$ cat src/lcrm_pkg.sv
// ----------------------------------------------------------------------------
// lcrm_pkg: shared definitions for the low complexity run masker
// Defaults, register indexes, fill letters, the result word and case helpers.
// ----------------------------------------------------------------------------
package lcrm_pkg;

   localparam int WINDOW_DEF   = 8;
   localparam int POS_BITS_DEF = 20;
   localparam int HOMO_MIN_DEF = 5;
   localparam int PAIR_MIN_DEF = 5;

   localparam int COUNT_BITS = 22;
   localparam logic [COUNT_BITS-1:0] COUNT_MAX = 22'h3F_FFFF;

   // mark requests raised per word: pair of the other phase, closed pair, letter run
   localparam int NUM_MARKS = 3;

   localparam int SOFT_OFFSET   = 2;
   localparam int HARD_OFFSET   = 1;
   localparam int LETTER_OFFSET = 2;

   localparam logic [7:0] FILL_NUCLEO  = 8'h4E;   // 'N'
   localparam logic [7:0] FILL_PROTEIN = 8'h58;   // 'X'

   localparam int CSR_DATA_BITS  = 1;
   localparam int CSR_INDEX_BITS = 1;
   localparam logic [CSR_INDEX_BITS-1:0] CSR_HARD_MASK   = 1'b0;
   localparam logic [CSR_INDEX_BITS-1:0] CSR_NUCLEO_MODE = 1'b1;

   typedef struct packed {
      logic [7:0]            char_out;
      logic                  seq_end;
      logic [COUNT_BITS-1:0] masked_count;
   } out_word_type;

   function automatic logic [7:0] up_case(input logic [7:0] b);
      up_case = (b >= 8'h61 && b <= 8'h7A) ? b - 8'd32 : b;
   endfunction

   function automatic logic [7:0] low_case(input logic [7:0] b);
      low_case = (b >= 8'h41 && b <= 8'h5A) ? b + 8'd32 : b;
   endfunction

endpackage

$ cat src/lcrm_tracker.sv
// ----------------------------------------------------------------------------
// lcrm_tracker: run trackers
// Follows the letter run and both pair phases, raises mark ranges and keeps
// the saturating masked span count.
// ----------------------------------------------------------------------------
module lcrm_tracker #(
   parameter int POS_BITS = 20,
   parameter int HOMO_MIN = 5,
   parameter int PAIR_MIN = 5
) (
   input  logic                                          clock,
   input  logic                                          reset,
   input  logic                                          accept,
   input  logic [7:0]                                    letter,
   input  logic                                          last,
   input  logic                                          hard_mask,
   output logic [POS_BITS-1:0]                           position,
   output logic [lcrm_pkg::NUM_MARKS-1:0]                mark_en,
   output logic [lcrm_pkg::NUM_MARKS-1:0][POS_BITS-1:0]  mark_lo,
   output logic [lcrm_pkg::NUM_MARKS-1:0][POS_BITS-1:0]  mark_hi,
   output logic [lcrm_pkg::COUNT_BITS-1:0]               count_next
);
   import lcrm_pkg::*;

   localparam int SUM_W = ((POS_BITS > COUNT_BITS) ? POS_BITS : COUNT_BITS) + 2;

   // x: phase of pairs starting at an index of the current parity (closing at q-1)
   // y: phase of the pair that this word completes (starting at q-1)
   logic [7:0]            letter_ff,       letter_in;
   logic                  letter_vld_ff,   letter_vld_in;
   logic [POS_BITS-1:0]   letter_start_ff, letter_start_in;
   logic [15:0]           pair_x_ff,       pair_x_in;
   logic [15:0]           pair_y_ff,       pair_y_in;
   logic                  pair_x_vld_ff,   pair_x_vld_in;
   logic                  pair_y_vld_ff,   pair_y_vld_in;
   logic [POS_BITS-1:0]   start_x_ff,      start_x_in;
   logic [POS_BITS-1:0]   start_y_ff,      start_y_in;
   logic [POS_BITS-1:0]   pos_ff,          pos_in;
   logic [COUNT_BITS-1:0] count_ff,        count_in;

   logic [POS_BITS-1:0] q, pair_off, pos_i, n_x, span_x, n_y, n_l;
   logic [15:0]         pair_new;
   logic                close_y, close_l, add_x, add_y, add_l;
   logic [SUM_W-1:0]    sum;

   always_comb begin
      q        = pos_ff;
      pos_i    = q - POS_BITS'(1);
      pair_off = hard_mask ? POS_BITS'(HARD_OFFSET) : POS_BITS'(SOFT_OFFSET);
      pair_new = {letter_ff, letter};

      // pair that ended at q-1: confirm it, or close it on the last word
      n_x    = q - POS_BITS'(2) - start_x_ff;
      span_x = q - start_x_ff;
      add_x  = pair_x_vld_ff && last && (n_x >= POS_BITS'(PAIR_MIN));
      mark_en[0] = pair_x_vld_ff &&
                   (last ? (n_x >= POS_BITS'(PAIR_MIN))
                         : ((n_x != '0) && (span_x >= POS_BITS'(PAIR_MIN))));
      mark_lo[0] = start_x_ff + pair_off;
      mark_hi[0] = last ? q - POS_BITS'(3) : q - POS_BITS'(1);

      // pair completed by this word
      n_y     = pos_i - start_y_ff;
      close_y = letter_vld_ff && pair_y_vld_ff && ((pair_new != pair_y_ff) || last);
      add_y   = close_y && (n_y >= POS_BITS'(PAIR_MIN));
      mark_en[1] = add_y;
      mark_lo[1] = start_y_ff + pair_off;
      mark_hi[1] = pos_i - POS_BITS'(1);

      // single letter run
      n_l     = q - letter_start_ff;
      close_l = letter_vld_ff && ((letter != letter_ff) || last);
      add_l   = close_l && (n_l >= POS_BITS'(HOMO_MIN));
      mark_en[2] = close_l ? add_l
                           : (letter_vld_ff && (n_l >= POS_BITS'(HOMO_MIN - 1)));
      mark_lo[2] = letter_start_ff + POS_BITS'(LETTER_OFFSET);
      mark_hi[2] = close_l ? q - POS_BITS'(1) : q;

      // saturating add of every span that qualifies on this word
      sum = SUM_W'(count_ff)
          + (add_x ? SUM_W'(n_x) : '0)
          + (add_y ? SUM_W'(n_y) : '0)
          + (add_l ? SUM_W'(n_l) : '0);
      count_next = (sum > SUM_W'(COUNT_MAX)) ? COUNT_MAX : sum[COUNT_BITS-1:0];

      // phases swap roles as the position advances
      pair_x_in     = letter_vld_ff ? pair_new : pair_y_ff;
      pair_x_vld_in = letter_vld_ff || pair_y_vld_ff;
      start_x_in    = (letter_vld_ff && (!pair_y_vld_ff || close_y)) ? pos_i : start_y_ff;
      pair_y_in     = pair_x_ff;
      pair_y_vld_in = pair_x_vld_ff;
      start_y_in    = start_x_ff;

      letter_in       = letter;
      letter_vld_in   = 1'b1;
      letter_start_in = (!letter_vld_ff || close_l) ? q : letter_start_ff;
      pos_in          = q + POS_BITS'(1);
      count_in        = count_next;
   end

   assign position = pos_ff;

   always_ff @(posedge clock) begin
      if (reset || (accept && last)) begin
         letter_ff       <= '0;
         letter_vld_ff   <= 1'b0;
         letter_start_ff <= '0;
         pair_x_ff       <= '0;
         pair_y_ff       <= '0;
         pair_x_vld_ff   <= 1'b0;
         pair_y_vld_ff   <= 1'b0;
         start_x_ff      <= '0;
         start_y_ff      <= '0;
         pos_ff          <= '0;
         count_ff        <= '0;
      end else if (accept) begin
         letter_ff       <= letter_in;
         letter_vld_ff   <= letter_vld_in;
         letter_start_ff <= letter_start_in;
         pair_x_ff       <= pair_x_in;
         pair_y_ff       <= pair_y_in;
         pair_x_vld_ff   <= pair_x_vld_in;
         pair_y_vld_ff   <= pair_y_vld_in;
         start_x_ff      <= start_x_in;
         start_y_ff      <= start_y_in;
         pos_ff          <= pos_in;
         count_ff        <= count_in;
      end
   end

endmodule

$ cat src/lcrm_window.sv
// ----------------------------------------------------------------------------
// lcrm_window: delay window
// Holds pending bytes with their mask flags, applies mark ranges, emits the
// oldest byte and drains the whole window at the end of a sequence.
// ----------------------------------------------------------------------------
module lcrm_window #(
   parameter int WINDOW   = 8,
   parameter int POS_BITS = 20
) (
   input  logic                                          clock,
   input  logic                                          reset,
   input  logic                                          accept,
   input  logic [7:0]                                    letter,
   input  logic                                          last,
   input  logic [POS_BITS-1:0]                           position,
   input  logic [lcrm_pkg::NUM_MARKS-1:0]                mark_en,
   input  logic [lcrm_pkg::NUM_MARKS-1:0][POS_BITS-1:0]  mark_lo,
   input  logic [lcrm_pkg::NUM_MARKS-1:0][POS_BITS-1:0]  mark_hi,
   input  logic [lcrm_pkg::COUNT_BITS-1:0]               count_final,
   input  logic                                          hard_mask,
   input  logic                                          nucleo_mode,
   input  logic                                          out_room,
   output logic                                          flushing,
   output logic                                          push_valid,
   output lcrm_pkg::out_word_type                        push_word
);
   import lcrm_pkg::*;

   localparam int SLOTS  = WINDOW + 1;
   localparam int FILL_W = $clog2(SLOTS + 1);

   logic [7:0]            byte_ff  [SLOTS];
   logic [7:0]            byte_in  [SLOTS];
   logic [SLOTS-1:0]      flag_ff,     flag_in;
   logic [FILL_W-1:0]     fill_ff,     fill_in;
   logic                  flushing_ff, flushing_in;
   logic [COUNT_BITS-1:0] total_ff,    total_in;

   logic [7:0]            byte_acc [SLOTS];
   logic [SLOTS-1:0]      flag_acc;
   logic [FILL_W-1:0]     fill_acc;
   logic [POS_BITS-1:0]   base;

   function automatic out_word_type emit(input logic [7:0] b, input logic flag,
                                         input logic hard, input logic nucleo,
                                         input logic last_word,
                                         input logic [COUNT_BITS-1:0] total);
      out_word_type w;
      w.char_out     = !flag ? b : (hard ? (nucleo ? FILL_NUCLEO : FILL_PROTEIN)
                                         : low_case(b));
      w.seq_end      = last_word;
      w.masked_count = last_word ? total : '0;
      emit = w;
   endfunction

   // window after the incoming word is placed and marked
   always_comb begin
      logic [POS_BITS-1:0] p;
      logic                hit;
      base = position - POS_BITS'(fill_ff);
      for (int k = 0; k < SLOTS; k++) begin
         p   = base + POS_BITS'(k);
         hit = 1'b0;
         for (int m = 0; m < NUM_MARKS; m++) begin
            if (mark_en[m] && ((p - mark_lo[m]) <= (mark_hi[m] - mark_lo[m]))) begin
               hit = 1'b1;
            end
         end
         byte_acc[k] = (FILL_W'(k) == fill_ff) ? letter : byte_ff[k];
         flag_acc[k] = ((FILL_W'(k) < fill_ff) && flag_ff[k]) ||
                       ((FILL_W'(k) <= fill_ff) && hit);
      end
      fill_acc = fill_ff + FILL_W'(1);
   end

   always_comb begin
      byte_in     = byte_ff;
      flag_in     = flag_ff;
      fill_in     = fill_ff;
      flushing_in = flushing_ff;
      total_in    = total_ff;
      push_valid  = 1'b0;
      push_word   = emit(byte_ff[0], flag_ff[0], hard_mask, nucleo_mode,
                         fill_ff == FILL_W'(1), total_ff);
      if (accept) begin
         if (last) begin
            // hold the whole window and start draining it
            byte_in     = byte_acc;
            flag_in     = flag_acc;
            fill_in     = fill_acc;
            flushing_in = 1'b1;
            total_in    = count_final;
         end else if (fill_acc > FILL_W'(WINDOW)) begin
            push_valid = 1'b1;
            push_word  = emit(byte_acc[0], flag_acc[0], hard_mask, nucleo_mode,
                              1'b0, '0);
            for (int k = 0; k < SLOTS - 1; k++) begin
               byte_in[k] = byte_acc[k + 1];
               flag_in[k] = flag_acc[k + 1];
            end
            byte_in[SLOTS-1] = byte_acc[SLOTS-1];
            flag_in[SLOTS-1] = 1'b0;
            fill_in          = FILL_W'(WINDOW);
         end else begin
            byte_in = byte_acc;
            flag_in = flag_acc;
            fill_in = fill_acc;
         end
      end else if (flushing_ff && out_room) begin
         // advance the drain by one word
         push_valid = 1'b1;
         for (int k = 0; k < SLOTS - 1; k++) begin
            byte_in[k] = byte_ff[k + 1];
            flag_in[k] = flag_ff[k + 1];
         end
         flag_in[SLOTS-1] = 1'b0;
         fill_in          = fill_ff - FILL_W'(1);
         if (fill_ff == FILL_W'(1)) begin
            flushing_in = 1'b0;
         end
      end
   end

   assign flushing = flushing_ff;

   always_ff @(posedge clock) begin
      byte_ff  <= byte_in;
      total_ff <= total_in;
   end

   always_ff @(posedge clock) begin
      if (reset) begin
         flag_ff     <= '0;
         fill_ff     <= '0;
         flushing_ff <= 1'b0;
      end else begin
         flag_ff     <= flag_in;
         fill_ff     <= fill_in;
         flushing_ff <= flushing_in;
      end
   end

endmodule

$ cat src/lcrm_out_buf.sv
// ----------------------------------------------------------------------------
// lcrm_out_buf: result buffer
// Two-entry queue that parts the window from the result channel.
// ----------------------------------------------------------------------------
module lcrm_out_buf (
   input  logic                   clock,
   input  logic                   reset,
   input  logic                   push_valid,
   input  lcrm_pkg::out_word_type push_word,
   output logic                   room,
   output logic                   rsp_valid,
   input  logic                   rsp_ready,
   output lcrm_pkg::out_word_type rsp_word
);
   import lcrm_pkg::*;

   localparam int DEPTH = 2;

   out_word_type         mem_ff [DEPTH];
   logic [1:0]           count_ff, count_in;
   logic                 rd_ptr_ff, rd_ptr_in;
   logic                 wr_ptr_ff, wr_ptr_in;
   logic                 push, pop;

   always_comb begin
      room      = count_ff != 2'(DEPTH);
      rsp_valid = count_ff != 2'd0;
      rsp_word  = mem_ff[rd_ptr_ff];
      push      = push_valid && room;
      pop       = rsp_valid && rsp_ready;
      wr_ptr_in = wr_ptr_ff ^ push;
      rd_ptr_in = rd_ptr_ff ^ pop;
      count_in  = count_ff + 2'(push) - 2'(pop);
   end

   always_ff @(posedge clock) begin
      if (push) begin
         mem_ff[wr_ptr_ff] <= push_word;
      end
   end

   always_ff @(posedge clock) begin
      if (reset) begin
         count_ff  <= '0;
         rd_ptr_ff <= 1'b0;
         wr_ptr_ff <= 1'b0;
      end else begin
         count_ff  <= count_in;
         rd_ptr_ff <= rd_ptr_in;
         wr_ptr_ff <= wr_ptr_in;
      end
   end

endmodule

$ cat src/low_complexity_run_masker.sv
// ----------------------------------------------------------------------------
// low_complexity_run_masker: masks low complexity runs in a byte stream
// Upper-cases each byte, delays it by WINDOW words and soft or hard masks
// letter runs and repeated pair runs; reports the masked span count.
// ----------------------------------------------------------------------------
// Output: a byte reaches rsp at the edge that takes the word WINDOW words after
//   it, or during the drain after its sequence's last word lands.
// Throughput: one word per cycle while the buffer has room; after a last word
//   input holds while the window (up to WINDOW+1 words) drains at that rate.
// Reset: synchronous; empties the window, trackers and result buffer, sets
//   hard_mask to 0 and nucleo_mode to 1.
module low_complexity_run_masker #(
   parameter int WINDOW   = lcrm_pkg::WINDOW_DEF,
   parameter int POS_BITS = lcrm_pkg::POS_BITS_DEF,
   parameter int HOMO_MIN = lcrm_pkg::HOMO_MIN_DEF,
   parameter int PAIR_MIN = lcrm_pkg::PAIR_MIN_DEF
) (
   input  logic                                clock,
   input  logic                                reset,
   // input channel
   input  logic                                req_valid,
   output logic                                req_ready,
   input  logic [7:0]                          req_char_in,
   input  logic                                req_is_last,
   // result channel
   output logic                                rsp_valid,
   input  logic                                rsp_ready,
   output logic [7:0]                          rsp_char_out,
   output logic                                rsp_seq_end,
   output logic [lcrm_pkg::COUNT_BITS-1:0]     rsp_masked_count,
   // configuration
   input  logic                                csr_wr_en,
   input  logic [lcrm_pkg::CSR_INDEX_BITS-1:0] csr_index,
   input  logic [lcrm_pkg::CSR_DATA_BITS-1:0]  csr_wdata
);
   import lcrm_pkg::*;

   logic                                hard_mask_ff, hard_mask_in;
   logic                                nucleo_mode_ff, nucleo_mode_in;

   logic                                accept;
   logic [7:0]                          letter;
   logic [POS_BITS-1:0]                 position;
   logic [NUM_MARKS-1:0]                mark_en;
   logic [NUM_MARKS-1:0][POS_BITS-1:0]  mark_lo;
   logic [NUM_MARKS-1:0][POS_BITS-1:0]  mark_hi;
   logic [COUNT_BITS-1:0]               count_next;
   logic                                flushing;
   logic                                out_room;
   logic                                push_valid;
   out_word_type                        push_word;
   out_word_type                        rsp_word;

   // configuration registers: the user must write only while the block is idle
   always_comb begin
      hard_mask_in   = hard_mask_ff;
      nucleo_mode_in = nucleo_mode_ff;
      if (csr_wr_en) begin
         case (csr_index)
            CSR_HARD_MASK:   hard_mask_in   = csr_wdata[0];
            CSR_NUCLEO_MODE: nucleo_mode_in = csr_wdata[0];
            default: begin
               hard_mask_in   = hard_mask_ff;
               nucleo_mode_in = nucleo_mode_ff;
            end
         endcase
      end
   end

   always_ff @(posedge clock) begin
      if (reset) begin
         hard_mask_ff   <= 1'b0;
         nucleo_mode_ff <= 1'b1;
      end else begin
         hard_mask_ff   <= hard_mask_in;
         nucleo_mode_ff <= nucleo_mode_in;
      end
   end

   // take a word whenever the window is not draining and the buffer has a slot;
   // a non-last word pushes at most one result, so one free slot is enough
   assign req_ready = !flushing && out_room;
   assign accept    = req_valid && req_ready;
   assign letter    = up_case(req_char_in);

   // run trackers: decide which window positions to flag on this word
   lcrm_tracker #(
      .POS_BITS (POS_BITS),
      .HOMO_MIN (HOMO_MIN),
      .PAIR_MIN (PAIR_MIN)
   ) u_tracker (
      .clock      (clock),
      .reset      (reset),
      .accept     (accept),
      .letter     (letter),
      .last       (req_is_last),
      .hard_mask  (hard_mask_ff),
      .position   (position),
      .mark_en    (mark_en),
      .mark_lo    (mark_lo),
      .mark_hi    (mark_hi),
      .count_next (count_next)
   );

   // delay window: apply the flags, release the oldest byte, drain at the end
   lcrm_window #(
      .WINDOW   (WINDOW),
      .POS_BITS (POS_BITS)
   ) u_window (
      .clock       (clock),
      .reset       (reset),
      .accept      (accept),
      .letter      (letter),
      .last        (req_is_last),
      .position    (position),
      .mark_en     (mark_en),
      .mark_lo     (mark_lo),
      .mark_hi     (mark_hi),
      .count_final (count_next),
      .hard_mask   (hard_mask_ff),
      .nucleo_mode (nucleo_mode_ff),
      .out_room    (out_room),
      .flushing    (flushing),
      .push_valid  (push_valid),
      .push_word   (push_word)
   );

   // result buffer: lets the input keep going while a word waits on rsp
   lcrm_out_buf u_out_buf (
      .clock      (clock),
      .reset      (reset),
      .push_valid (push_valid),
      .push_word  (push_word),
      .room       (out_room),
      .rsp_valid  (rsp_valid),
      .rsp_ready  (rsp_ready),
      .rsp_word   (rsp_word)
   );

   assign rsp_char_out     = rsp_word.char_out;
   assign rsp_seq_end      = rsp_word.seq_end;
   assign rsp_masked_count = rsp_word.masked_count;

endmodule

$ cat config.mk
export PLATFORM = sky130hd
export DESIGN_NAME = low_complexity_run_masker
export DESIGN_NICKNAME = d
export VERILOG_FILES = /design/src/lcrm_pkg.sv /design/src/lcrm_tracker.sv /design/src/lcrm_window.sv /design/src/lcrm_out_buf.sv /design/src/low_complexity_run_masker.sv
export SDC_FILE = /design/constraint.sdc
export NUM_CORES = 2
export LEC_CHECK = 0
export ABC_CLOCK_PERIOD_IN_PS = 10100
export BUFFER_PORTS_ARGS = -buffer_cell sky130_fd_sc_hd__buf_2
export CAP_MARGIN = 0
export CORE_UTILIZATION = 55
export CTS_CLUSTER_DIAMETER = 120
export DETAILED_ROUTE_END_ITERATION = 10
export PLACE_DENSITY = 0.71
export SLEW_MARGIN = 10
export SYNTH_ARGS = -nofsm -noshare
export SYNTH_HDL_FRONTEND = slang
export SYNTH_SLANG_ARGS = --single-unit
export TNS_END_PERCENT = 10
$ cat constraint.sdc
create_clock -name clock -period 10.1 [get_ports clock]
set_input_delay 2.02 -clock clock [delete_from_list [all_inputs] [get_ports clock]]
set_output_delay 2.02 -clock clock [all_outputs]
set_load 0.02 [all_outputs]
==> impl_metrics.ini <==
[cells_and_area]
drive_gt1_share_pct = 8.631
utilization_pct = 61.18
fin_cells = 9410
nNetsFinal = 9212
final_area_sq_mm = 0.06586
area_delta_synth_final_pct = 9.612
nFillCells = 9756

[grt]
grt_first_pass_wirelength_mm = 387.0
grt_start_max_net_pins = 160
met2_usage_pct = 65.39
use_met1_pct = 62.16
met3_usage_pct = 15.14
antenna_found_initial = 37
grt_util_all_layers_pct = 47.53
grt_overflow = 0
grt_pass1_vias = 57574
gr-max-usage-layer = met2

[sta]
finalSetupTns_ns = 0
skew_ns = 0.06448
grt_setup_unrepaired = false
hold_viol_final = 0
final_max_slew_viol_count = 0
finalCritPeriodShare_pct = 95.23
maxSlewHeadroom_pct = 0.9227
worstMarginPinSlew_ns = 1.476
max_freq_mhz = 104.0
setup_viol = 0
period_needed_ns = 9.618

[yosys]
synth-async-reset-ratio_pct = 0
synth_area_per_cell_sq_um = 7.810
synth.yosys.seq_area_share_pct = 13.29
synth_edf_count = 156
ys.flop_type = dfxtp_1
synth-seq-cells = 321
synth_cell_types = 98
synth_top_area_share_pct = 24.55
netlist_instances = 7694
yosys_warnings = 0
syn_area_sq_mm = 0.06009
synth.area.top_cells = ha_1 (25%), xnor2_1 (8.9%), edfxtp_1 (7.8%)
syn_nets = 8951
synth_top_cell_by_area = ha_1

[placed_design]
io_buffers = 48
post-dp-hpwl_mm = 218.6
place_inst = 9320
gp_congestion = 1.165
place_area_sq_mm = 0.06457

[die]
rows = 120
die_h_microns = 332.5
start_util_pct = 55.82
dieWidth_microns = 332.5
num_io_pins = 49
dieArea_sq_mm = 0.1106
core-area_sq_mm = 0.1077

[worst_setup_path]
worstPathArrival_ns = 10.00
timing.rr.start = u_window.fill_ff[1]$_SDFFE_PP0P_
endpoint_kind = flop
ff2ff_setup_slack_ns = 0.68
r2r_end = u_window.flag_ff[5]$_SDFFE_PP0P_
cpMaxStageDelayCell = or4_1
cp.required_ns = 10.48
cp_slowest_stage_delay_ns = 0.67
path_max_fanout = 10
critPathLaunchType = input port
reg2regPathDepth = 37
worstSetupPathType = input port to flop

[cts]
cts_root_buffer = clkbuf_16
clockBufferDepth = 3
cts.clk_slew.worst_paths_ns = 0.06
htree_levels = 2
cts_tree = built
cts_made_buffers = 36
clock-sinks = 321
clk_latency_ns = 0.60
post_cts_buffers = 0

[hold_path]
hold_end = u_tracker.pair_y_ff[3]$_SDFFE_PP0P_
holdPathStages = 2
hold_class = flop to flop
hold_start = u_tracker.pair_x_ff[3]$_SDFFE_PP0P_

[detailed_routing]
vias_per_cell = 6.736
vias = 63386
drt-pass1-iter-count = 11
wl_per_cell_microns = 28.86
drc = 1
drt-total-wl_mm = 271.6
drt_iter0_drc = 7647
postRouteAntennaNets = 0

[run_status]
status = finished with violations
violations = design-rule violations, max-capacitance violations

[run]
timing.max_cap.violations = 1
## routing by layer
| metal | up-vias | part of all wire, % | routed length [microns] |
|---|---|---|---|
| met5 | - | 0.11 | 302 |
| met4 | 46 | 8.5 | 22990 |
| met3 | 974 | 14 | 37580 |
| met1 | 29726 | 39 | 107300 |
| met2 | 4048 | 38 | 103400 |
| li1 | 28592 | - | - |
## Yosys cell counts, drive strengths merged (45+ instances only)
cell type,number
nor4,49
and3,96
o21ai,385
mux2i,88
dfxtp,165
and2,63
ha,1179
o21a,103
or2,45
fa,62
xnor2,614
nand3,202
a21oi,644
or3,65
edfxtp,156
mux2,53
a211oi,99
nand2b,93
o21bai,48
nand4,135
nor2,769
inv,414
a21o,283
nand2,586
nor3,286
xor2,211
clkbuf,135
nor2b,138
## placed cells by master (no fill, tap or decap), types with 164 or more instances in the layout
master   count
ha_1      1179
nor3_1     284
dfxtp_1    164
o21ai_0    378
a21o_1     282
buf_4      339
inv_1      401
nor2_1     764
xnor2_1    553
nand3_1    202
nand2_1    584
xor2_1     205
a21oi_1    640
## metrics by stage
stage	worst slack [ns]	hold WS [ns]
floorplan	0.8079	0.4322
global placement	-0.05996	0.4364
detailed placement	-0.09684	0.4434
CTS	0.4913	0.4294
global route	0.1928	0.4502
finish	0.4819	0.4256
## sequential cells by signal, indices dropped and copies added (netlist names)
| signal | cells |
|---|---|
| u_tracker.count_ff | 22 |
| hard_mask_ff | 1 |
| u_out_buf.rd_ptr_ff | 1 |
| u_tracker.start_x_ff | 20 |
| u_out_buf.mem_ff | 62 |
| u_tracker.pair_x_ff | 16 |
| u_tracker.pair_y_vld_ff | 1 |
| u_tracker.letter_start_ff | 20 |
| u_tracker.position | 20 |
| u_window.fill_ff | 4 |
| u_window.flushing | 1 |
| u_tracker.pair_x_vld_ff | 1 |
| nucleo_mode_ff | 1 |
| u_window.total_ff | 22 |
| u_out_buf.wr_ptr_ff | 1 |
| u_tracker.letter_vld_ff | 1 |
| u_window.flag_ff | 9 |
| u_tracker.start_y_ff | 20 |
| u_tracker.pair_y_ff | 16 |
| u_out_buf.count_ff | 2 |
| u_window.byte_ff | 72 |
| u_tracker.letter_ff | 8 |
## logic make-up (layout without fill, tap and decap cells)
kind of cell | after synthesis | in the layout | share of synthesized area [%]
compound gates | 1975 | 1975 | 21.16
xor+xnor | 825 | 825 | 12.04
fa+ha+maj | 1241 | 1241 | 26.62
buf+inv | 589 | 878 | 3.704
flops | 321 | 321 | 13.29
mux | 141 | 141 | 2.459
other cells | 0 | 24 | 0
simple gates | 2602 | 2602 | 20.73
## how the worst max path moves through the flow
| stage | cells after the start | to | from |
|---|---|---|---|
| 3_5_place_dp | 32 | u_out_buf.mem_ff[1][30]$_DFFE_PP_ | req_char_in[0] |
| 3_3_place_gp | 33 | u_out_buf.mem_ff[0][30]$_DFFE_PP_ | req_char_in[0] |
| 2_1_floorplan | 35 | u_out_buf.mem_ff[0][30]$_DFFE_PP_ | req_char_in[1] |
| 4_1_cts | 32 | u_out_buf.mem_ff[0][30]$_DFFE_PP_ | req_char_in[0] |
| 5_1_grt | 34 | u_tracker.count_ff[21]$_SDFFE_PP0P_ | u_tracker.position[9]$_SDFFE_PP0P_ |
| 6_report | 32 | u_out_buf.mem_ff[1][27]$_DFFE_PP_ | req_char_in[0] |
## worst max-delay path: cells and delay by family
family / cells / cell delay (ns)
AO/OA/AOI/OAI: 16 / 3.48
XOR/XNOR: 1 / 0.54
adder cells (fa/ha/maj): 2 / 0.76
buffers and inverters: 3 / 0.54
AND/OR/NAND/NOR: 10 / 2.63
## cell type report
cell class,count,area (sq um),area share [%]
clock inverters,15,205.2,0.3116
repair buffers,388,2805,4.259
clock buffers,51,1017,1.544
multi-input cells,6784,50440,76.58
well taps,1403,1755,2.665
flip-flops and latches,321,7989,12.13
inverters,424,1594,2.420
diodes,24,60.06,0.09119
## what timing repair did
item	in CTS	in global routing
gates resized for setup	0	1
endpoints found under the setup margin	0	4
hold buffers	0	0
Power is left out: the tool's default activity adds up to more than one toggle a clock period on the data nets, which glitch-free logic cannot reach.
